`config.mk`:
```
export PLATFORM = sky130hd
export DESIGN_NAME = indexed_insert_erase_list
export DESIGN_NICKNAME = d
export VERILOG_FILES = /design/src/hw/rtl/iiel_pkg.sv /design/src/hw/rtl/indexed_insert_erase_list.sv
export SDC_FILE = /design/constraint.sdc
export NUM_CORES = 1
export LEC_CHECK = 0
export BUFFER_PORTS_ARGS = -buffer_cell sky130_fd_sc_hd__buf_4
export CAP_MARGIN = 30
export CELL_PAD_IN_SITES_DETAIL_PLACEMENT = 0
export CELL_PAD_IN_SITES_GLOBAL_PLACEMENT = 1
export CORE_ASPECT_RATIO = 1.2
export CORE_UTILIZATION = 31
export DETAILED_ROUTE_END_ITERATION = 10
export PLACE_DENSITY_LB_ADDON = 0.1
export SETUP_SLACK_MARGIN = 0.05
export SYNTH_ARGS = -nofsm -noshare
export SYNTH_HDL_FRONTEND = slang
export SYNTH_SLANG_ARGS = --single-unit
```
`constraint.sdc`:
```
create_clock -name clk -period 5.3 [get_ports clk]
set_input_delay 1.06 -clock clk [delete_from_list [all_inputs] [get_ports clk]]
set_output_delay 1.06 -clock clk [all_outputs]
set_load 0.03 [all_outputs]
```
`src/hw/rtl/iiel_pkg.sv`:
```
// Shared types and constants for the indexed insert/erase list.
package iiel_pkg;

    localparam int DEPTH       = 16;
    localparam int WORD_WIDTH  = 32;
    localparam int ADDR_W      = $clog2(DEPTH);
    localparam int LEN_W       = $clog2(DEPTH + 1);

    localparam int FUNC_W      = 2;
    localparam int IDX_W       = 5;
    localparam int VALUE_W     = 32;
    localparam int LEN_FIELD_W = 5;
    localparam int CMP_W       = (LEN_W > IDX_W) ? LEN_W : IDX_W;

    localparam logic [FUNC_W-1:0] FUNC_READ   = 2'd0;
    localparam logic [FUNC_W-1:0] FUNC_WRITE  = 2'd1;
    localparam logic [FUNC_W-1:0] FUNC_INSERT = 2'd2;
    localparam logic [FUNC_W-1:0] FUNC_ERASE  = 2'd3;

    typedef struct packed {
        logic [FUNC_W-1:0]  func;
        logic [IDX_W-1:0]   index;
        logic [VALUE_W-1:0] value;
    } req_t;

    typedef struct packed {
        logic                   ok;
        logic [VALUE_W-1:0]     read_value;
        logic [LEN_FIELD_W-1:0] length;
    } rsp_t;

endpackage

```
`src/hw/rtl/indexed_insert_erase_list.sv`:
```
// From accept to rsp_valid: a read or rejected beat registers its result directly; a write
// goes through S_PLACE; insert/erase go through S_READ and S_MOVE for each moved word, then
// S_PLACE; each moved word is one RAM read, then one RAM write.
// Throughput: one beat at a time; req_ready returns the cycle after the result is taken.
// Reset: rst_n asynchronous, active low; clears the length and the sequencer.
// Store contents are not cleared and hold whatever was last written.
module indexed_insert_erase_list (
    input  logic          clk,
    input  logic          rst_n,
    input  logic          req_valid,
    output logic          req_ready,
    input  iiel_pkg::req_t req,
    output logic          rsp_valid,
    input  logic          rsp_ready,
    output iiel_pkg::rsp_t rsp
);
    import iiel_pkg::*;

    typedef enum logic [3:0] {
        S_IDLE  = 4'b0001,
        S_READ  = 4'b0010,
        S_MOVE  = 4'b0100,
        S_PLACE = 4'b1000
    } state_t;

    state_t state_reg, state_next;
    logic   done_reg, done_next;

    logic [FUNC_W-1:0]   func_reg,  func_next;
    logic [LEN_W-1:0]    ptr_reg,   ptr_next;
    logic [IDX_W-1:0]    index_reg, index_next;
    logic [VALUE_W-1:0]  value_reg, value_next;
    logic [LEN_W-1:0]    len_reg,   len_next;
    logic                ok_reg,    ok_next;

    logic [WORD_WIDTH-1:0] mem [DEPTH];
    logic [WORD_WIDTH-1:0] mem_q;

    logic                  re;
    logic [ADDR_W-1:0]     raddr;
    logic                  we;
    logic [ADDR_W-1:0]     waddr;
    logic [WORD_WIDTH-1:0] wdata;

    logic             accept;
    logic [CMP_W-1:0] idx_c;
    logic [CMP_W-1:0] len_c;
    logic             legal;
    logic [LEN_W-1:0] step_ptr;
    logic [LEN_W-1:0] ptr_init;
    logic [LEN_W-1:0] src_ptr;

    assign req_ready = (state_reg == S_IDLE) && !done_reg;
    assign accept    = req_valid && req_ready;
    assign rsp_valid = done_reg;

    assign idx_c = CMP_W'(req.index);
    assign len_c = CMP_W'(len_reg);

    // Shared pointer step: insert walks down from the tail, erase walks up.
    assign step_ptr = (func_reg == FUNC_INSERT) ? (ptr_reg - LEN_W'(1))
                                                : (ptr_reg + LEN_W'(1));
    assign src_ptr  = step_ptr;
    assign ptr_init = (req.func == FUNC_INSERT) ? len_reg : LEN_W'(req.index);

    function automatic logic more_moves(input logic [FUNC_W-1:0] f,
                                        input logic [LEN_W-1:0]  p,
                                        input logic [IDX_W-1:0]  ix,
                                        input logic [LEN_W-1:0]  ln);
        logic r;
        r = 1'b0;
        if (f == FUNC_INSERT)
        begin
            r = CMP_W'(p) > CMP_W'(ix);
        end
        else if (f == FUNC_ERASE)
        begin
            r = (CMP_W'(p) + CMP_W'(1)) < CMP_W'(ln);
        end
        return r;
    endfunction

    always_comb
    begin
        case (req.func)
            FUNC_READ:   legal = idx_c < len_c;
            FUNC_WRITE:  legal = idx_c < len_c;
            FUNC_INSERT: legal = (idx_c <= len_c) && (len_c < CMP_W'(DEPTH));
            FUNC_ERASE:  legal = idx_c < len_c;
            default:     legal = 1'b0;
        endcase
    end

    always_comb
    begin
        state_next = state_reg;
        done_next  = done_reg;
        func_next  = func_reg;
        ptr_next   = ptr_reg;
        index_next = index_reg;
        value_next = value_reg;
        len_next   = len_reg;
        ok_next    = ok_reg;
        re         = 1'b0;
        raddr      = ptr_reg[ADDR_W-1:0];
        we         = 1'b0;
        waddr      = ptr_reg[ADDR_W-1:0];
        wdata      = WORD_WIDTH'(value_reg);

        case (state_reg)
            S_IDLE:
            begin
                if (done_reg)
                begin
                    // hold the result until the beat is taken
                    if (rsp_ready)
                    begin
                        done_next = 1'b0;
                    end
                end
                else if (accept)
                begin
                    func_next  = req.func;
                    index_next = req.index;
                    value_next = req.value;
                    ptr_next   = ptr_init;
                    ok_next    = legal;
                    if (!legal)
                    begin
                        done_next = 1'b1;
                    end
                    else if (req.func == FUNC_READ)
                    begin
                        re        = 1'b1;
                        raddr     = req.index[ADDR_W-1:0];
                        done_next = 1'b1;
                    end
                    else if (more_moves(req.func, ptr_init, req.index, len_reg))
                    begin
                        state_next = S_READ;
                    end
                    else
                    begin
                        state_next = S_PLACE;
                    end
                end
            end
            S_READ:
            begin
                re         = 1'b1;
                raddr      = src_ptr[ADDR_W-1:0];
                state_next = S_MOVE;
            end
            S_MOVE:
            begin
                we       = 1'b1;
                wdata    = mem_q;
                ptr_next = step_ptr;
                if (more_moves(func_reg, step_ptr, index_reg, len_reg))
                begin
                    state_next = S_READ;
                end
                else
                begin
                    state_next = S_PLACE;
                end
            end
            S_PLACE:
            begin
                if (func_reg != FUNC_ERASE)
                begin
                    we = 1'b1;
                end
                if (func_reg == FUNC_INSERT)
                begin
                    len_next = len_reg + LEN_W'(1);
                end
                else if (func_reg == FUNC_ERASE)
                begin
                    len_next = len_reg - LEN_W'(1);
                end
                done_next  = 1'b1;
                state_next = S_IDLE;
            end
            default:
            begin
                state_next = S_IDLE;
            end
        endcase
    end

    always_ff @(posedge clk or negedge rst_n)
    begin
        if (!rst_n)
        begin
            state_reg <= S_IDLE;
            done_reg  <= 1'b0;
            len_reg   <= '0;
            func_reg  <= FUNC_READ;
            ptr_reg   <= '0;
            ok_reg    <= 1'b0;
        end
        else
        begin
            state_reg <= state_next;
            done_reg  <= done_next;
            len_reg   <= len_next;
            func_reg  <= func_next;
            ptr_reg   <= ptr_next;
            ok_reg    <= ok_next;
        end
    end

    always_ff @(posedge clk)
    begin
        index_reg <= index_next;
        value_reg <= value_next;
    end

    always_ff @(posedge clk)
    begin
        if (we)
        begin
            mem[waddr] <= wdata;
        end
        if (re)
        begin
            mem_q <= mem[raddr];
        end
    end

    assign rsp.ok         = ok_reg;
    assign rsp.read_value = (ok_reg && func_reg == FUNC_READ) ? VALUE_W'(mem_q) : '0;
    assign rsp.length     = LEN_FIELD_W'(len_reg);

    a_busy_while_result: assert property (@(posedge clk) disable iff (!rst_n)
        rsp_valid |-> !req_ready)
        else $error("request taken while a result is pending");

    a_len_bound: assert property (@(posedge clk) disable iff (!rst_n)
        CMP_W'(len_reg) <= CMP_W'(DEPTH))
        else $error("list length beyond depth");

    a_write_in_range: assert property (@(posedge clk) disable iff (!rst_n)
        we |-> CMP_W'(ptr_reg) < CMP_W'(DEPTH))
        else $error("store write pointer out of range");

    a_accept_busy: assert property (@(posedge clk) disable iff (!rst_n)
        (req_valid && req_ready) |=> !req_ready)
        else $error("ready not dropped after accept");

    a_len_stable_reject: assert property (@(posedge clk) disable iff (!rst_n)
        (rsp_valid && !rsp.ok) |-> $stable(len_reg))
        else $error("length changed on a rejected beat");

endmodule

```
; Yosys cells after proc, flatten, opt, wreduce, memory -nomap -nowiden
; Memory sizes are Yosys's and may differ from the RTL's. A register that Yosys moved wholly into a read port is not among the register bits.
; Index checks and enable logic that the tools add are counted.
[totals]
regBits = 55
mem_bits_rw = 512
inputBits = 43
out_inout_bits = 40
wordCells = 98
n_memories = 1
[classes]
n_addsub = 6
n_lt_le_gt_ge = 7
n_eq_ne = 14
mux = 46
bitwise_logic = 1
n_reduce_logical = 15
[mem_list]
columns = name, words, word_bits, rd, rd_ports_with_merged_regs, write_ports, line_no
row1 = mem, 16, 32, 1, 1, 1, indexed_insert_erase_list.sv:36  ; logic [WORD_WIDTH-1:0] mem [DEPTH];
[op_table]
columns = operator, count
row1 = two-way mux 32 bit, 2
row2 = two-way mux 4 bit, 10
row3 = two-way mux 5 bit, 6
row4 = two-way mux 1 bit, 21
row5 = "adder 5 x 1 -> 5 bit, second input constant", 4
row6 = < comparator 5 bit, 3
row7 = one-hot mux 4 bit (3 select lines), 1
row8 = greater-than comparator 5 bit, 2
row9 = "inequality test 2 bit, second input constant", 5
row10 = one-hot mux 5 bit (2 select lines), 1
row11 = "subtractor 5 x 1 -> 5 bit, second input constant", 2
row12 = "== test 2 bit, second input constant", 4
row13 = one-hot mux 1 bit (2 select lines), 4
row14 = one-hot mux 4 bit (2 select lines), 1
row15 = AND reduction 3 bit, 2
row16 = nonzero test 2 bit, 3
row17 = <= comparator 5 bit, 1
row18 = "< comparator 5 bit, second input constant", 1
row19 = "== test 4 x 1 -> 1 bit, second input constant", 1
row20 = "== test 4 x 2 -> 1 bit, second input constant", 1
row21 = "== test 4 x 3 -> 1 bit, second input constant", 1
row22 = "== test 4 bit, second input constant", 1
row23 = logical AND 1 bit, 4
row24 = logical NOT 2 bit, 2
row25 = other kinds (6), 6

; Longest topological paths before layout
; Gate-level depths: netlist of the first run.
[depth]
ltp_word = 17
depth_mapped = 15
mapped_depth_nobuf = 14

; Worst setup path before layout of the first run
; OpenSTA, ideal clock, no wires.
[synth_timing]
kind = reg-to-reg
startpoint = register state_reg[3]
endpoint = memory mem[1][0], enable pin
setup_time_ps = 461
t_arrival_ps = 3304
required_time_ps = 4839
path_slack_ps = 1535
path_stages_with_launch = 6
n_path_buf = 0
period_less_slack_ps = 3765
path_cell_list = dfrtp_1 -> nor2b_1 -> a21oi_1 -> nor4_1 -> nand2_1 -> nor3_1
[synth_via]
elab_chain_len = 4
elab_cells_between_ends = 5
cone_classes = 2 x eq/ne / 3 x mux
[synth_lines]
columns = item, line_no
row1 = from (decl), indexed_insert_erase_list.sv:26  ; state_t state_reg, state_next;
row2 = from (signal assigned), indexed_insert_erase_list.sv:205  ; state_reg <= state_next;
row3 = == test 4 bit or == test 4 x 3 -> 1 bit (tied branches), indexed_insert_erase_list.sv:110  ; case (state_reg)
row4 = one-hot mux 1 bit (2 select lines) (*), indexed_insert_erase_list.sv:110
row5 = two-way mux 1 bit (*), indexed_insert_erase_list.sv:222  ; if (we)
row6 = two-way mux 1 bit (implied by the code) (*), indexed_insert_erase_list.sv:224  ; mem[waddr] <= wdata;
row7 = to (decl), indexed_insert_erase_list.sv:36
; Mark *: on every way between the ends. The rest lies on a longest branch, timed or not.

; Worst setup path after layout of the first run
[layout_timing]
startpoint = register func_reg[0]
endpoint = register mem_q[12], read port of mem (data pin)
[layout_via]
elab_chain_len = 3
[layout_lines]
columns = item, line_no
row1 = from (decl), indexed_insert_erase_list.sv:29  ; logic [FUNC_W-1:0] func_reg, func_next;
row2 = from (signal assigned), indexed_insert_erase_list.sv:208  ; func_reg <= func_next;
row3 = == test 2 bit, indexed_insert_erase_list.sv:61  ; assign step_ptr = (func_reg == FUNC_INSERT) ? (ptr_reg - LEN_W'(1))
row4 = two-way mux 5 bit, indexed_insert_erase_list.sv:61
row5 = one-hot mux 4 bit (2 select lines), indexed_insert_erase_list.sv:110
row6 = to (decl), indexed_insert_erase_list.sv:37  ; logic [WORD_WIDTH-1:0] mem_q;
; Every way passes these cells.
; A chain may end at the register's enable or synchronous reset.

==> results_dict.tcl, run 1 <==
set metrics [dict create \
    status "complete, no violations" \
    drt-total-wl_um 70900 \
    drv_slew 0 \
    syn_inst 1818 \
    start_util_pct 31.5 \
    max-slew-margin-rel_pct 43.3 \
    postCtsSetupRepairBufs 0 \
    clock_skew_ns 0.0141 \
    syn_area_per_cell_um2 13.5 \
    max-clock-path-buffers 3 \
    cts.sinks 599 \
    finalHoldWorstSlack_ns 0.339 \
    min_period_over_period_pct 73.7 \
    leakage_nw 10.1 \
    ys_warn_count 0 \
    r2r_start "func_reg[0]$_DFFE_PN0P_" \
    yosysTopAreaCell "edfxtp_1" \
    postCtsHoldBufs 0 \
    setup_tns_ns 0 \
    clk_pin_slew_ns 0.06 \
    place_ws_ns 1.07 \
    design_area_um2 28800 \
    grt_usage_pct 17.7 \
    worstPathRequired_ns 5.63 \
    r2r_end "mem_q[12]$_DFFE_PP_" \
    timing.critical_path.from "func_reg[0]$_DFFE_PN0P_" \
    synth_ff_type "edfxtp_1" \
    cts_resized 0 \
    core_um2 78100 \
    placement.cell_area_um2 26700 \
    place_congestion 0.764 \
    critPathArrivalTime_ns 4.24 \
    r2r_setup_slack_ns 1.39 \
    areaGrowthSynthToFinish_pct 17.1 \
    synth-edff-count 581 \
    grt_max_degree 81 \
    vias_per_cell 4.99 \
    die_w_um 259 \
    path_class "reg2reg" \
    yosysUniqueCellTypes 60 \
    clk_latency_ns 0.60 \
    ys_top_cells_by_count "581 x edfxtp_1, 466 x nand2_1, 142 x nand3_1, 60 x buf_2, 59 x a21oi_1" \
    maxCapViolations 0 \
    synthesis.area_um2 24600 \
    drive_gt1_share_pct 13.7 \
    total_power_mw 14.9 \
    first_pass_iters 7 \
    hold_violations 0 \
    num_rows 112 \
    synth-async-reset-ratio_pct 3.01 \
    dieArea_um2 80400 \
    grt_overflow 0 \
    largest_register_ffs 512 \
    tightest_slew_ns 0.848 \
    syn-num-nets 1891 \
    place_inst 2876 \
    netlist.area_leader.share_pct 71.0 \
    rsz0062_at_grt "false" \
    ant_nets 0 \
    root_buffer "clkbuf_16" \
    synth-seq-cells 599 \
    cp-end-kind "flop" \
    fin_ws_ns 1.39 \
    cts_buffers 68 \
    synthTopCellsByArea "edfxtp_1 71%, nand2_1 7.1%, nand3_1 2.9%" \
    cts_tree "yes" \
    grt_first_pass_wirelength_um 104000 \
    dieHeight_um 310 \
    dpl.hpwl_um 39400 \
    yosysSeqAreaShare_pct 72.9 \
    critPathLaunchType "flop" \
    fmax_ghz 0.256 \
    final_nets 1993 \
    vias 14949 \
    final_util_pct 36.8 \
    htreeDepth 3 \
    path_max_fanout 32 \
    fin_cells 2996 \
    pin_count 83 \
    antenna_found_initial 0 \
    ir_drop_mv 0.263 \
    synthMostInstantiatedCell "edfxtp_1" \
    hp-class "in2async" \
    drc 0 \
    period_minus_slack_ns 3.91 \
    io_buffers 82 \
    powerDensity_nw_per_um2 518 \
    finalSetupViolCount 0 \
    post_drt_wl_per_cell_um 23.7 \
    grt_pass1_vias 14990 \
    ff2ff_path_depth 13 \
    drt_iter0_drc 988 \
    diodes 0 \
]
metal layers:
layer	track usage [%]	vias up	wire, µm
met5	0	-	0
met4	5.22	0	1340
met3	2.16	86	2430
met2	30.4	291	35200
met1	23.5	7649	32000
li1	-	6923	-
cell type report:
class	instances	area, µm²
clock buffer	86	1830
clock inverter	34	262
fill	7455	49300
inverter	28	105
multi-input combinational	1087	6220
sequential	599	17900
tap	1026	1280
timing repair buffer	136	1160
placed cells by master, fill, tap and decap left out, types with 6 or more instances in the layout:
| cell type | netlist | routed |
|---|---|---|
| a311oi_1 | 9 | 9 |
| a221oi_1 | 26 | 26 |
| clkinv_2 | 0 | 9 |
| dfrtp_1 | 17 | 17 |
| mux2i_1 | 56 | 56 |
| and2_1 | 35 | 34 |
| nand4_1 | 25 | 25 |
| a21o_1 | 9 | 9 |
| a21oi_1 | 59 | 59 |
| o21ai_1 | 24 | 24 |
| buf_4 | 12 | 125 |
| nand2_1 | 466 | 465 |
| clkbuf_16 | 0 | 71 |
| o21ai_0 | 24 | 24 |
| and3_1 | 10 | 10 |
| o31ai_1 | 24 | 24 |
| clkinv_1 | 0 | 16 |
| nor2_1 | 41 | 26 |
| xor2_1 | 6 | 6 |
| ha_1 | 29 | 29 |
| buf_12 | 0 | 11 |
| a311o_1 | 8 | 8 |
| nor2_4 | 0 | 14 |
| xnor2_1 | 9 | 9 |
| a32oi_1 | 24 | 24 |
| edfxtp_1 | 581 | 581 |
| nand3_1 | 142 | 142 |
| clkbuf_1 | 28 | 15 |
| inv_1 | 27 | 25 |
| nor2b_1 | 8 | 8 |
worst max-delay path by stage:
stage                               end  cells past startpoint
finish              mem_q[12]$_DFFE_PP_                     13
global route        mem_q[10]$_DFFE_PP_                     12
CTS                 mem_q[12]$_DFFE_PP_                     12
detailed placement  mem_q[27]$_DFFE_PP_                     11
global placement    mem_q[27]$_DFFE_PP_                     11
floorplan           mem[1][0]$_DFFE_PP_                      5
where the power goes:
group / switching, mW / leakage [nW] / internal, mW / total (mW)
Sequential: 0.160 / 5.47 / 5.62 / 5.78
Clock: 1.90 / 1.02 / 2.60 / 4.50
Combinational: 3.07 / 3.65 / 1.56 / 4.62
Total: 5.13 / 10.1 / 9.77 / 14.9
critical path, cell delays in order (launching register included):
cell	delay, ns
dfrtp_1	0.36
buf_4	0.18
nand2b_1	0.18
xnor2_1	0.17
ha_1	0.24
nor4b_1	0.35
a21oi_1	0.13
xnor2_2	0.25
a221o_2	0.56
nor2_4	0.56
buf_12	0.32
a32oi_1	0.09
nand4_1	0.12
o31ai_1	0.08
cell families after synthesis:
group                      count (synthesis)  synth area share (%)
muxes                                     59                  2.42
DFF                                      599                  72.9
xor gates and xnor gates                  16                 0.601
AOI/OAI and AO/OA                        231                  6.63
buffers and inverters                    132                  2.51
and+or+nand+nor                          751                  13.4
adders and majority gates                 30                  1.56
No activity file was read; power rests on OpenSTA's default activity.
==> run 2: changes to the inputs <==
==> constraint.sdc (replaced) <==
create_clock -name clk -period 3.3 [get_ports clk]
set_input_delay 0.66 -clock clk [delete_from_list [all_inputs] [get_ports clk]]
set_output_delay 0.66 -clock clk [all_outputs]
set_load 0.03 [all_outputs]
==> results_dict.tcl, run 2 (synthesis results as in run 1) <==
set metrics [dict create \
    status "complete, no violations" \
    hp-class "in2reg" \
    diodes 0 \
    fin_cells 3158 \
    drv_slew 0 \
    grtUsageMet3_pct 2.67 \
    timing.critical_path.from "len_c[4]$_DFFE_PN0P_" \
    first_pass_iters 5 \
    io_buffers 82 \
    maxCapViolations 0 \
    dieHeight_um 310 \
    dieArea_um2 80400 \
    final_cell_mix "581 x edfxtp_1, 465 x nand2_1, 224 x buf_4" \
    post_drt_wl_per_cell_um 23.9 \
    drt_iter0_drc 1109 \
    critPathLaunchType "flop" \
    critPathMaxStageDelay_ns 0.36 \
    ant_nets 0 \
    grt_overflow 0 \
    cts.sinks 599 \
    max-clock-path-buffers 3 \
    vias 15638 \
    root_buffer "clkbuf_16" \
    vias_per_cell 4.95 \
    critPathArrivalTime_ns 3.71 \
    core_um2 78100 \
    fin_ws_ns 0.00848 \
    ff2ff_path_depth 15 \
    max-slew-margin-rel_pct 55.5 \
    min_period_over_period_pct 99.7 \
    ir_drop_mv 0.479 \
    start_util_pct 31.5 \
    fmax_ghz 0.304 \
    cp-end-kind "flop" \
    place_inst 3002 \
    drc 0 \
    grtUsageMet1_pct 24.0 \
    worstPathRequired_ns 3.72 \
    path_class "reg2reg" \
    clk_pin_slew_ns 0.06 \
    setup_tns_ns 0 \
    period_minus_slack_ns 3.29 \
    final_nets 2155 \
    leakage_nw 11.2 \
    grt_first_pass_wirelength_um 108000 \
    endpoint "mem_q[17]$_DFFE_PP_" \
    pin_count 83 \
    place_ws_ns -0.627 \
    powerDensity_nw_per_um2 861 \
    rsz0062_at_grt "true" \
    largest_register_ffs 512 \
    crit_top_cell "buf_4" \
    tightest_slew_ns 0.665 \
    hold_violations 0 \
    r2r_start "len_c[4]$_DFFE_PN0P_" \
    cp_slowest_cell "dfrtp_1" \
    finalSetupViolCount 0 \
    drive_gt1_share_pct 22.7 \
    r2r_setup_slack_ns 0.008 \
    finalHoldWorstSlack_ns 0.227 \
    areaGrowthSynthToFinish_pct 26.1 \
    path_max_fanout 10 \
    cts_tree "yes" \
    met2_usage_pct 32.9 \
    grt_max_degree 44 \
    num_rows 112 \
    clk_latency_ns 0.61 \
    die_w_um 259 \
    place_congestion 0.774 \
    drt-total-wl_um 75500 \
    r2r_end "mem_q[17]$_DFFE_PP_" \
    top_usage_layer "met2" \
    cts_buffers 67 \
    dpl.hpwl_um 43500 \
    worstPathCellList "inv_2 -> ha_4 -> nand4_1 -> a211oi_1 -> buf_4 -> a2111oi_4 -> buf_4 -> buf_4 -> a211oi_4 -> buf_4 -> clkbuf_16 -> nand2_1 -> and3_1 -> a311o_1 -> a311oi_2" \
    antenna_found_initial 0 \
    final_common_cell "edfxtp_1" \
    grt_pass1_vias 15694 \
    grt_usage_pct 18.7 \
    clock_skew_ns 0.0188 \
    htreeDepth 3 \
    final_util_pct 39.7 \
]
run 2: changes by cell type in the layout (fill, tap and decap cells not counted), sizes merged:
cell / change
buf: +154
bufbuf: +1
a221o: +2
inv: +3
dlygate4sd3: +1
clkinvlp: +3
clkbuf: +5
clkinv: -7
run 2: power breakdown:
part	internal, mW	total [mW]	leakage [nW]	switching [mW]
clock	4.04	7.09	0.980	3.05
combinational	4.40	10.4	4.75	5.98
sequential	9.03	9.17	5.47	0.139
total	17.5	26.6	11.2	9.17
run 2: layer usage:
| layer | routed length, µm | up-vias |
|---|---|---|
| met3 | 2550 | 97 |
| met5 | 0 | - |
| li1 | - | 7280 |
| met1 | 33000 | 8014 |
| met4 | 1390 | 0 |
| met2 | 38600 | 247 |
run 2: final cells by class:
type                            instances  area, µm²
Fill cell                            7343      47100
Inverter                               28        105
Timing Repair Buffer                  297       3020
Sequential cell                       599      17900
Tap cell                             1026       1280
Clock inverter                         33        264
Multi-Input combinational cell       1089       6630
Clock buffer                           86       1770
run 2: worst min path at each step:
stage                                   end  depth (start not counted)          startpoint
CTS                 value_reg[15]$_DFFE_PP_                          1             req[15]
finish               value_reg[3]$_DFFE_PP_                          1              req[3]
global route        value_reg[20]$_DFFE_PP_                          1             req[20]
floorplan           func_reg[0]$_DFFE_PN0P_                          0               rst_n
global placement         ok_reg$_DFFE_PN0P_                          1  ok_reg$_DFFE_PN0P_
detailed placement       ok_reg$_DFFE_PN0P_                          1  ok_reg$_DFFE_PN0P_
run 2: stage by stage:
step	power, mW	cell area, µm²
floorplan	14.4	24600
CTS	26.5	30600
global placement	18.5	28000
detailed placement	18.5	28000
finish	26.6	31000
global route	28.0	31000
run 2: worst max-delay path: cells and delay by family (launching register included):
family	cells	cell delay [ns]
and+or+nand+nor	3	0.41
buffers and inverters	6	0.92
adders and majority gates	1	0.27
DFF	1	0.36
AOI/OAI and AO/OA	5	1.13
run 2: repair_timing:
item	CTS	global route
setup buffers	18	10
endpoints found under the hold margin	17	0
resized for setup	49	48
pin swaps	19	23
setup endpoints to repair	34	34
gates cloned	4	5
hold buffers	1	0
